File: config.mk
export PLATFORM = sky130hd
export DESIGN_NAME = video_access_unit_scanner_core
export DESIGN_NICKNAME = d
export VERILOG_FILES = /design/src/rtl/core/vaus_pkg.sv /design/src/rtl/core/vaus_front.sv /design/src/rtl/core/vaus_queue.sv /design/src/rtl/core/video_access_unit_scanner_core.sv
export SDC_FILE = /design/constraint.sdc
export NUM_CORES = 2
export LEC_CHECK = 0
export ABC_AREA = 1
export BUFFER_PORTS_ARGS = -buffer_cell sky130_fd_sc_hd__buf_2
export CAP_MARGIN = 20
export CORE_MARGIN = 2
export CORE_UTILIZATION = 40
export CTS_CLUSTER_SIZE = 40
export DETAILED_ROUTE_END_ITERATION = 8
export PLACE_DENSITY = 0.57
export SLEW_MARGIN = 10
export SYNTH_ARGS = -nofsm -noshare
export SYNTH_HDL_FRONTEND = slang
export SYNTH_SLANG_ARGS = --single-unit
File: constraint.sdc
create_clock -name clk -period 26.2 [get_ports clk]
set_input_delay 5.24 -clock clk [delete_from_list [all_inputs] [get_ports clk]]
set_output_delay 5.24 -clock clk [all_outputs]
set_load 0.01 [all_outputs]
File: src/rtl/core/vaus_pkg.sv
// Shared types and constants for the MPEG-1 video access unit scanner.
// Used by every module under rtl/core; no dependencies.
`default_nettype none
package vaus_pkg;

  localparam int POS_BITS = 32;
  localparam int Q_DEPTH = 4;
  localparam int Q_PTR_BITS = $clog2(Q_DEPTH);

  typedef enum logic [2:0] {
    PH_START, PH_BODY, PH_SCAN, PH_PIC1, PH_PIC2, PH_HALT
  } phase_t;

  localparam logic [1:0] REC_UNIT   = 2'd0;
  localparam logic [1:0] REC_HEADER = 2'd1;
  localparam logic [1:0] REC_ERROR  = 2'd2;

  localparam logic [7:0] SC_SEQ_HDR = 8'hB3;
  localparam logic [7:0] SC_GROUP   = 8'hB8;
  localparam logic [7:0] SC_PICTURE = 8'h00;
  localparam logic [7:0] SC_SEQ_END = 8'hB7;

  typedef struct packed {
    logic [1:0]  record_kind;
    logic [23:0] unit_length;
    logic [2:0]  picture_type;
    logic [32:0] decode_time;
    logic [32:0] present_time;
    logic        ends_sequence;
    logic [11:0] frame_width;
    logic [11:0] frame_height;
    logic [3:0]  picture_rate_code;
    logic [17:0] bit_rate_code;
    logic [23:0] picture_count;
    logic [23:0] group_count;
  } rec_t;

  // frame period in quarter 90 kHz ticks, by picture rate code
  function automatic logic [13:0] qticks(input logic [3:0] code);
    logic [13:0] q;
    unique case (code)
      4'd1: q = 14'd15015;
      4'd2: q = 14'd15000;
      4'd4: q = 14'd12012;
      4'd5: q = 14'd12000;
      4'd6: q = 14'd7200;
      4'd7: q = 14'd6006;
      4'd8: q = 14'd6000;
      default: q = 14'd14400;
    endcase
    return q;
  endfunction

endpackage
`default_nettype wire

File: src/rtl/core/vaus_front.sv
// Front part: parses the byte stream, tracks start codes and counters,
// and builds result records. Depends on vaus_pkg.
`default_nettype none
module vaus_front (
  input  wire              clk,
  input  wire              rst,
  input  wire              take,
  input  wire [7:0]        stream_byte,
  output logic             push,
  output vaus_pkg::rec_t   rec
);
  import vaus_pkg::*;

  localparam logic [POS_BITS-1:0] LEN_MAX = POS_BITS'(24'hFFFFFF);

  phase_t              phase, phase_next;
  logic [POS_BITS-1:0] bpos, ustart, ustart_next;
  logic [23:0]         win, win_next;
  logic [63:0]         hs, hs_next;
  logic [13:0]         qt, qt_next;
  logic [31:0]         dord, dord_next, oig, oig_next;
  logic [2:0]          ctype, ctype_next;
  logic [32:0]         cdt, cpt;
  logic [23:0]         pics, pics_next, grps, grps_next;
  logic                mul_pend, mul_start;
  logic [31:0]         m_dord;
  logic signed [34:0]  m_cnt, cnt;
  logic [45:0]         prod_d;
  logic [47:0]         prod_p;
  logic                emit;
  logic [POS_BITS-1:0] end_pos, diff;
  logic                ends;

  assign diff = end_pos - ustart;
  assign prod_d = m_dord * qt;
  assign prod_p = m_cnt[33:0] * qt;

  always_comb begin
    phase_next = phase;
    ustart_next = ustart;
    win_next = win;
    hs_next = hs;
    qt_next = qt;
    dord_next = dord;
    oig_next = oig;
    ctype_next = ctype;
    pics_next = pics;
    grps_next = grps;
    mul_start = 1'b0;
    emit = 1'b0;
    ends = 1'b0;
    end_pos = bpos;
    cnt = '0;
    push = 1'b0;
    rec = '0;
    unique case (phase)
      PH_START: begin
        hs_next = {hs[55:0], stream_byte};
        if (bpos >= POS_BITS'(3)) begin
          if (hs_next[31:0] == 32'h000001B3) begin
            phase_next = PH_BODY;
            hs_next = '0;
          end else begin
            rec.record_kind = REC_ERROR;
            push = 1'b1;
            phase_next = PH_HALT;
          end
        end
      end
      PH_BODY: begin
        hs_next = {hs[55:0], stream_byte};
        if (bpos >= POS_BITS'(11)) begin
          push = 1'b1;
          if (!hs_next[13]) begin
            rec.record_kind = REC_ERROR;
            phase_next = PH_HALT;
          end else begin
            rec.record_kind = REC_HEADER;
            rec.frame_width = hs_next[63:52];
            rec.frame_height = hs_next[51:40];
            rec.picture_rate_code = hs_next[35:32];
            rec.bit_rate_code = hs_next[31:14];
            qt_next = qticks(hs_next[35:32]);
            win_next = 24'hFFFFFF;
            phase_next = PH_SCAN;
          end
        end
      end
      PH_SCAN: begin
        if (win == 24'h000001) begin
          win_next = 24'hFFFFFF;
          case (stream_byte)
            SC_GROUP: begin
              if (grps != 24'hFFFFFF) grps_next = grps + 24'd1;
              oig_next = '0;
            end
            SC_PICTURE: begin
              end_pos = bpos - POS_BITS'(3);
              emit = (ctype != 3'd0);
              phase_next = PH_PIC1;
            end
            SC_SEQ_END: begin
              end_pos = bpos + POS_BITS'(1);
              emit = 1'b1;
              ends = 1'b1;
            end
            default: ;
          endcase
        end else begin
          win_next = {win[15:0], stream_byte};
        end
      end
      PH_PIC1: begin
        hs_next = {56'd0, stream_byte};
        phase_next = PH_PIC2;
      end
      PH_PIC2: begin
        cnt = $signed({25'd0, hs[7:0], stream_byte[7:6]}) - $signed({3'd0, oig})
              + 35'sd1 + $signed({3'd0, dord});
        ctype_next = stream_byte[5:3];
        mul_start = 1'b1;
        dord_next = dord + 32'd1;
        oig_next = oig + 32'd1;
        if (pics != 24'hFFFFFF) pics_next = pics + 24'd1;
        win_next = 24'hFFFFFF;
        phase_next = PH_SCAN;
      end
      default: phase_next = PH_HALT;
    endcase
    if (emit) begin
      push = 1'b1;
      rec.record_kind = REC_UNIT;
      rec.unit_length = (diff > LEN_MAX) ? 24'hFFFFFF : diff[23:0];
      rec.picture_type = ctype;
      rec.decode_time = cdt;
      rec.present_time = cpt;
      rec.ends_sequence = ends;
      ustart_next = end_pos;
    end
    if (push) begin
      rec.picture_count = pics_next;
      rec.group_count = grps_next;
    end
    push = push & take;
  end

  always_ff @(posedge clk) begin
    if (rst) begin
      phase <= PH_START;
      bpos <= '0;
      ustart <= '0;
      win <= 24'hFFFFFF;
      hs <= '0;
      qt <= 14'd14400;
      dord <= '0;
      oig <= '0;
      ctype <= '0;
      cdt <= '0;
      cpt <= '0;
      pics <= '0;
      grps <= '0;
      mul_pend <= 1'b0;
    end else begin
      mul_pend <= take && mul_start;
      if (mul_pend) begin
        cdt <= prod_d[34:2];
        cpt <= m_cnt[34] ? 33'd0 : prod_p[34:2];
      end
      if (take && phase != PH_HALT) begin
        phase <= phase_next;
        bpos <= bpos + POS_BITS'(1);
        ustart <= ustart_next;
        win <= win_next;
        hs <= hs_next;
        qt <= qt_next;
        dord <= dord_next;
        oig <= oig_next;
        ctype <= ctype_next;
        pics <= pics_next;
        grps <= grps_next;
      end
    end
  end

  // operands for the time products, registered when the picture type byte is taken
  always_ff @(posedge clk) begin
    if (take && mul_start) begin
      m_dord <= dord;
      m_cnt <= cnt;
    end
  end

`ifndef SYNTHESIS
  a_halt_sticks: assert property (@(posedge clk) disable iff (rst)
    phase == PH_HALT |=> phase == PH_HALT) else $error("left halt");
  a_push_on_take: assert property (@(posedge clk) disable iff (rst)
    push |-> take) else $error("push without byte");
  a_mul_once: assert property (@(posedge clk) disable iff (rst)
    mul_pend |-> phase == PH_SCAN) else $error("product not in scan");
`endif

endmodule
`default_nettype wire

File: src/rtl/core/vaus_queue.sv
// Back part: short record queue whose head entry drives the result port.
// Depends on vaus_pkg.
`default_nettype none
module vaus_queue (
  input  wire              clk,
  input  wire              rst,
  input  wire              push,
  input  vaus_pkg::rec_t   din,
  output logic             full,
  output logic             rvalid,
  input  wire              rstall,
  output vaus_pkg::rec_t   dout
);
  import vaus_pkg::*;

  rec_t                  mem [Q_DEPTH];
  logic [Q_PTR_BITS-1:0] wptr, rptr;
  logic [Q_PTR_BITS:0]   count;
  logic                  pop;

  assign full = (count == (Q_PTR_BITS+1)'(Q_DEPTH));
  assign rvalid = (count != '0);
  assign pop = rvalid && !rstall;
  assign dout = mem[rptr];

  always_ff @(posedge clk) begin
    if (rst) begin
      wptr <= '0;
      rptr <= '0;
      count <= '0;
    end else begin
      if (push) wptr <= wptr + 1'b1;
      if (pop) rptr <= rptr + 1'b1;
      count <= count + (Q_PTR_BITS+1)'(push) - (Q_PTR_BITS+1)'(pop);
    end
  end

  always_ff @(posedge clk) begin
    if (push) mem[wptr] <= din;
  end

`ifndef SYNTHESIS
  a_no_overflow: assert property (@(posedge clk) disable iff (rst)
    !(push && full)) else $error("queue overflow");
  a_count_range: assert property (@(posedge clk) disable iff (rst)
    count <= (Q_PTR_BITS+1)'(Q_DEPTH)) else $error("queue count out of range");
  a_head_holds: assert property (@(posedge clk) disable iff (rst)
    rvalid && rstall |=> rvalid && $stable(rptr)) else $error("head moved");
`endif

endmodule
`default_nettype wire

File: src/rtl/core/video_access_unit_scanner_core.sv
// MPEG-1 video access unit scanner, top level.
// Input channel: stream_valid / stream_stall carry one stream_byte per request.
// Output channel: record_valid / record_stall carry one record per request:
//   kind 0 access unit (length, type, 90 kHz times, sequence end flag),
//   kind 1 decoded sequence header, kind 2 header error.
// Throughput: one byte per cycle sustained; a byte is taken whenever the
// four-entry record queue has room.
// A record is written into the queue as the byte that causes it is taken, and is offered from the queue head.
// Reset (rst, synchronous) clears the parser to expect a sequence header and
// empties the queue. A header error halts the scanner until reset; bytes are
// still taken and dropped.
// When the receiver stalls, records pile up in the queue; once it holds four
// records stream_stall rises until one is taken.
// Requires vaus_pkg, vaus_front, vaus_queue.
`default_nettype none
module video_access_unit_scanner_core (
  input  wire         clk,
  input  wire         rst,
  input  wire         stream_valid,
  output logic        stream_stall,
  input  wire [7:0]   stream_byte,
  output logic        record_valid,
  input  wire         record_stall,
  output logic [1:0]  record_kind,
  output logic [23:0] unit_length,
  output logic [2:0]  picture_type,
  output logic [32:0] decode_time,
  output logic [32:0] present_time,
  output logic        ends_sequence,
  output logic [11:0] frame_width,
  output logic [11:0] frame_height,
  output logic [3:0]  picture_rate_code,
  output logic [17:0] bit_rate_code,
  output logic [23:0] picture_count,
  output logic [23:0] group_count
);
  import vaus_pkg::*;

  logic take, push, full;
  rec_t rec, head;

  assign stream_stall = full;
  assign take = stream_valid && !full;

  vaus_front u_front (
    .clk(clk), .rst(rst), .take(take), .stream_byte(stream_byte),
    .push(push), .rec(rec)
  );

  vaus_queue u_queue (
    .clk(clk), .rst(rst), .push(push), .din(rec), .full(full),
    .rvalid(record_valid), .rstall(record_stall), .dout(head)
  );

  assign record_kind = head.record_kind;
  assign unit_length = head.unit_length;
  assign picture_type = head.picture_type;
  assign decode_time = head.decode_time;
  assign present_time = head.present_time;
  assign ends_sequence = head.ends_sequence;
  assign frame_width = head.frame_width;
  assign frame_height = head.frame_height;
  assign picture_rate_code = head.picture_rate_code;
  assign bit_rate_code = head.bit_rate_code;
  assign picture_count = head.picture_count;
  assign group_count = head.group_count;

endmodule
`default_nettype wire

==> results.py <==
metrics = {
    "sta": {
        "fin_skew_ps": 62.3,
        "max-slew-margin-rel_pct": 28.1,
        "fin_crit_sh_pct": 40.1,
        "finalSetupViolations": 0,
        "maxSlewViolCount": 0,
        "finalSetupTns_ps": 0,
        "max_freq_mhz": 95.2,
        "finalHoldViolCount": 0,
        "whs_ps": 461,
        "worstMarginPinSlew_ps": 1080,
        "rsz0062_at_grt": "no",
        "min_period_ps": 10500,
    },
    "critical_path": {
        "cp_cell_sequence": "inv_8 > buf_4 > buf_4 > buf_4 > o21ai_0 > o22ai_1 > buf_2",
        "cp.required_ps": 20960,
        "cp_slowest_cell": "buf_4",
        "cp.arrival_ps": 5260,
        "cp-start-kind": "flip-flop",
        "path_common_cell": "buf_4",
        "end_kind": "primary output",
        "path_class": "flip-flop to primary output",
        "max_stage_delay_ps": 770,
        "path_max_fanout": 156,
    },
    "final_layout": {
        "multiInputGateArea_um2": 39300,
        "register_area_um2": 31900,
        "fillCellCount": 19618,
        "synthToLayoutAreaGrowth_pct": 9.51,
        "drive_gt1_share_pct": 6.01,
        "fin_nets": 10212,
        "instances_no_fill": 12126,
    },
    "global_routing": {
        "grt_first_pass_wirelength_mm": 369,
        "grt_pass1_vias": 61674,
        "grt.total_usage_pct": 23.3,
        "grt_start_max_net_pins": 171,
        "grt_antenna_before_repair": 8,
        "grt-ovfl-total": 0,
    },
    "placed_design": {
        "dp_cells": 11878,
        "gp_congestion": 0.908,
        "numPortBuffers": 203,
        "post-dp-hpwl_mm": 169,
    },
    "clock_tree": {
        "ctsLongestPathBuffers": 3,
        "tritoncts": "done",
        "cts_max_level": 4,
        "post_cts_buffers": 0,
        "cts-root-buf": "clkbuf_16",
        "cts.sinks": 1179,
        "cts_resized": 0,
        "cts_buffers": 133,
        "clk_pin_slew_ps": 60,
        "clk_latency_ps": 820,
        "cts_hold_buf": 0,
    },
    "synth": {
        "synth_edf_count": 827,
        "ys_async_sr_fraction_pct": 0,
        "ys_seq_area_share_pct": 40.1,
        "netlist_instances": 9418,
        "ys_warn_count": 0,
        "synth_nets": 10256,
        "ys.flop_type": "edfxtp_1",
        "avgSynthCellArea_um2": 8.44,
        "syn_area_um2": 79500,
        "yosys.cell_types.count": 65,
        "ys_seq_elements": 1179,
    },
    "power_and_ir_drop": {
        "p_sw_w": 0.00445,
        "total_power_w": 0.00942,
        "power_frac_comb_pct": 52.9,
        "peakVddDrop_v": 0.0000930,
        "p_leak_nw": 38.4,
        "intPower_w": 0.00498,
        "p_clk_share_pct": 20.0,
        "p_sw_share_pct": 47.2,
        "pwr-share-seq_pct": 27.1,
        "power.density_nw_per_um2": 108,
    },
    "detailed_routing": {
        "drt_iter0_markers": 5218,
        "drc": 0,
        "vias_per_cell": 5.17,
        "routed_wl_mm": 238,
        "first_pass_iters": 7,
        "vias": 62725,
        "ant_nets": 0,
        "wl_per_cell_um": 19.6,
    },
    "die": {
        "rows": 163,
        "core_area_um2": 197000,
        "io_pins": 204,
        "die-area_um2": 202000,
        "initial_core_util_pct": 40.3,
        "chipWidth_um": 450,
        "chipHeight_um": 450,
    },
    "job": {
        "max_cap_viol_count": 0,
    },
    "hold_path": {
        "hp-class": "flip-flop to flip-flop",
    },
    "run_status": {
        "status": "finished, final reports clean",
    },
}
-- synthesized netlist by cell type (10+ instances only) --
library cell  count  area, um^2
nand4_1         111         694
dfxtp_1         352        7050
o211ai_1         23         173
inv_1          1711        6420
nor2_1         1013        3800
inv_2            19        71.3
nand2_1        1893        7110
nand3b_1         16         120
buf_6            11         124
xor2_1          118        1030
a21oi_1         477        2390
fa_1            617       12400
nor3_1           89         445
xnor2_1          49         429
buf_2            42         210
nand3_1         252        1260
buf_1            45         169
clkbuf_1        335        1260
a31oi_1          22         138
ha_1            209        2620
nor4_1           23         144
edfxtp_1        827       24800
o21ai_0         776        3880
nor2_2           10        62.6
a21o_1           19         143
o22ai_1         194        1210
o21bai_1         15         113
o21a_1           16         120
a211oi_1         10        75.1
-- final timing paths --
kind / cells after the start / to / slack, ps / from
setup / recovery: 7 / decode_time[10] / 15700 / flip-flop
hold / removal: 2 / u_front.hs[37]$_SDFFE_PP0P_ / 460 / u_front.hs[29]$_SDFFE_PP0P_
setup reg to reg: 20 / u_front.cpt[17]$_SDFFE_PP0P_ / 19300 / u_front.qt[5]$_SDFFE_PP0P_
hold reg to reg: 2 / u_front.hs[37]$_SDFFE_PP0P_ / 460 / u_front.hs[29]$_SDFFE_PP0P_
-- routing by layer --
metal | vias to the layer above | share of wire (%) | GRT usage (%)
met5 | - | 0.0055 | 0
met4 | 2 | 2.3 | 5.71
met3 | 268 | 5.3 | 2.40
met2 | 1719 | 47 | 38.2
met1 | 30846 | 46 | 33.2
li1 | 29890 | - | -
-- power by group through the flow --
stage / clock, W / sequential [W] / combinational, W
after CTS: 0.00192 / 0.00255 / 0.00501
final: 0.00188 / 0.00255 / 0.00499
after global routing: 0.00200 / 0.00258 / 0.00561
after detailed placement: 0 / 0.00259 / 0.00498
after floorplan: 0 / 0.00253 / 0.00339
after global placement: 0 / 0.00258 / 0.00497
-- per-stage QoR --
| stage | utilization, % | instance area (um^2) | setup WS (ps) |
|---|---|---|---|
| 2_1_floorplan | - | 79500 | 11260 |
| 3_3_place_gp | 41.8 | 82500 | 15700 |
| 3_5_place_dp | 41.8 | 82600 | 15600 |
| 4_1_cts | 44.1 | 87000 | 15660 |
| 5_1_grt | 44.1 | 87000 | 15380 |
| 6_report | 44.1 | 87000 | 15700 |
-- cells by family after synthesis --
group,after synthesis,synth area share [%]
and+or+nand+nor,3473,17.9
buffers and inverters,2176,10.5
AOI/OAI and AO/OA,1597,10.8
DFF,1179,40.1
adders and majority gates,826,18.8
xor gates and xnor gates,167,1.84
-- registers in the layout (all words and copies together), names as in the netlist, 2 cells and up, named ones only --
signal and count:
u_front.bpos 32, u_front.win 24, u_front.ustart 32, u_front.oig 32
u_front.dord 32, u_queue.mem 760, u_front.m_dord 32, u_front.qt 14
u_queue.wptr 2, u_front.m_cnt 35, u_front.grps 24, u_queue.rptr 2
u_front.cdt 33, u_queue.count 3, u_front.phase 3, u_front.cpt 33
u_front.pics 24, u_front.hs 56, u_front.ctype 3
-- layout by cell type, fill, tap and decap left out, types with 17 or more instances in the layout --
master     netlist  layout
o22ai_1        194     194
nor2_1        1013    1008
nand2_1       1893    1892
buf_4            9      55
nor4_1          23      23
xnor2_1         49      49
fa_1           617     617
nand3_1        252     251
o21ai_0        776     776
a21oi_1        477     477
inv_2           19      20
dfxtp_1        352     338
nand4_1        111     111
inv_1         1711    1708
a21o_1          19      19
clkbuf_1       335      39
nor3_1          89      89
a31oi_1         22      22
o211ai_1        23      23
buf_2           42     202
clkinv_2         0      17
xor2_1         118     118
edfxtp_1       827     827
clkbuf_16        0     134
ha_1           209     209
-- final cells by class --
cell class	count	share of cell area [%]
Sequential cell	1179	36.7
Tap cell	2640	3.80
Timing Repair Buffer	263	1.75
Multi-Input combinational cell	6063	45.2
Clock inverter	62	0.947
Inverter	1734	7.50
Antenna cell	3	0.00863
Clock buffer	182	4.16
-- critical path, delay by kind of cell, from the launching register on --
kind | cells | cell delay, ps
flip-flops | 1 | 510
AO/OA/AOI/OAI | 2 | 480
buffers and inverters | 5 | 3050
Power figures use the tool's default switching activity.
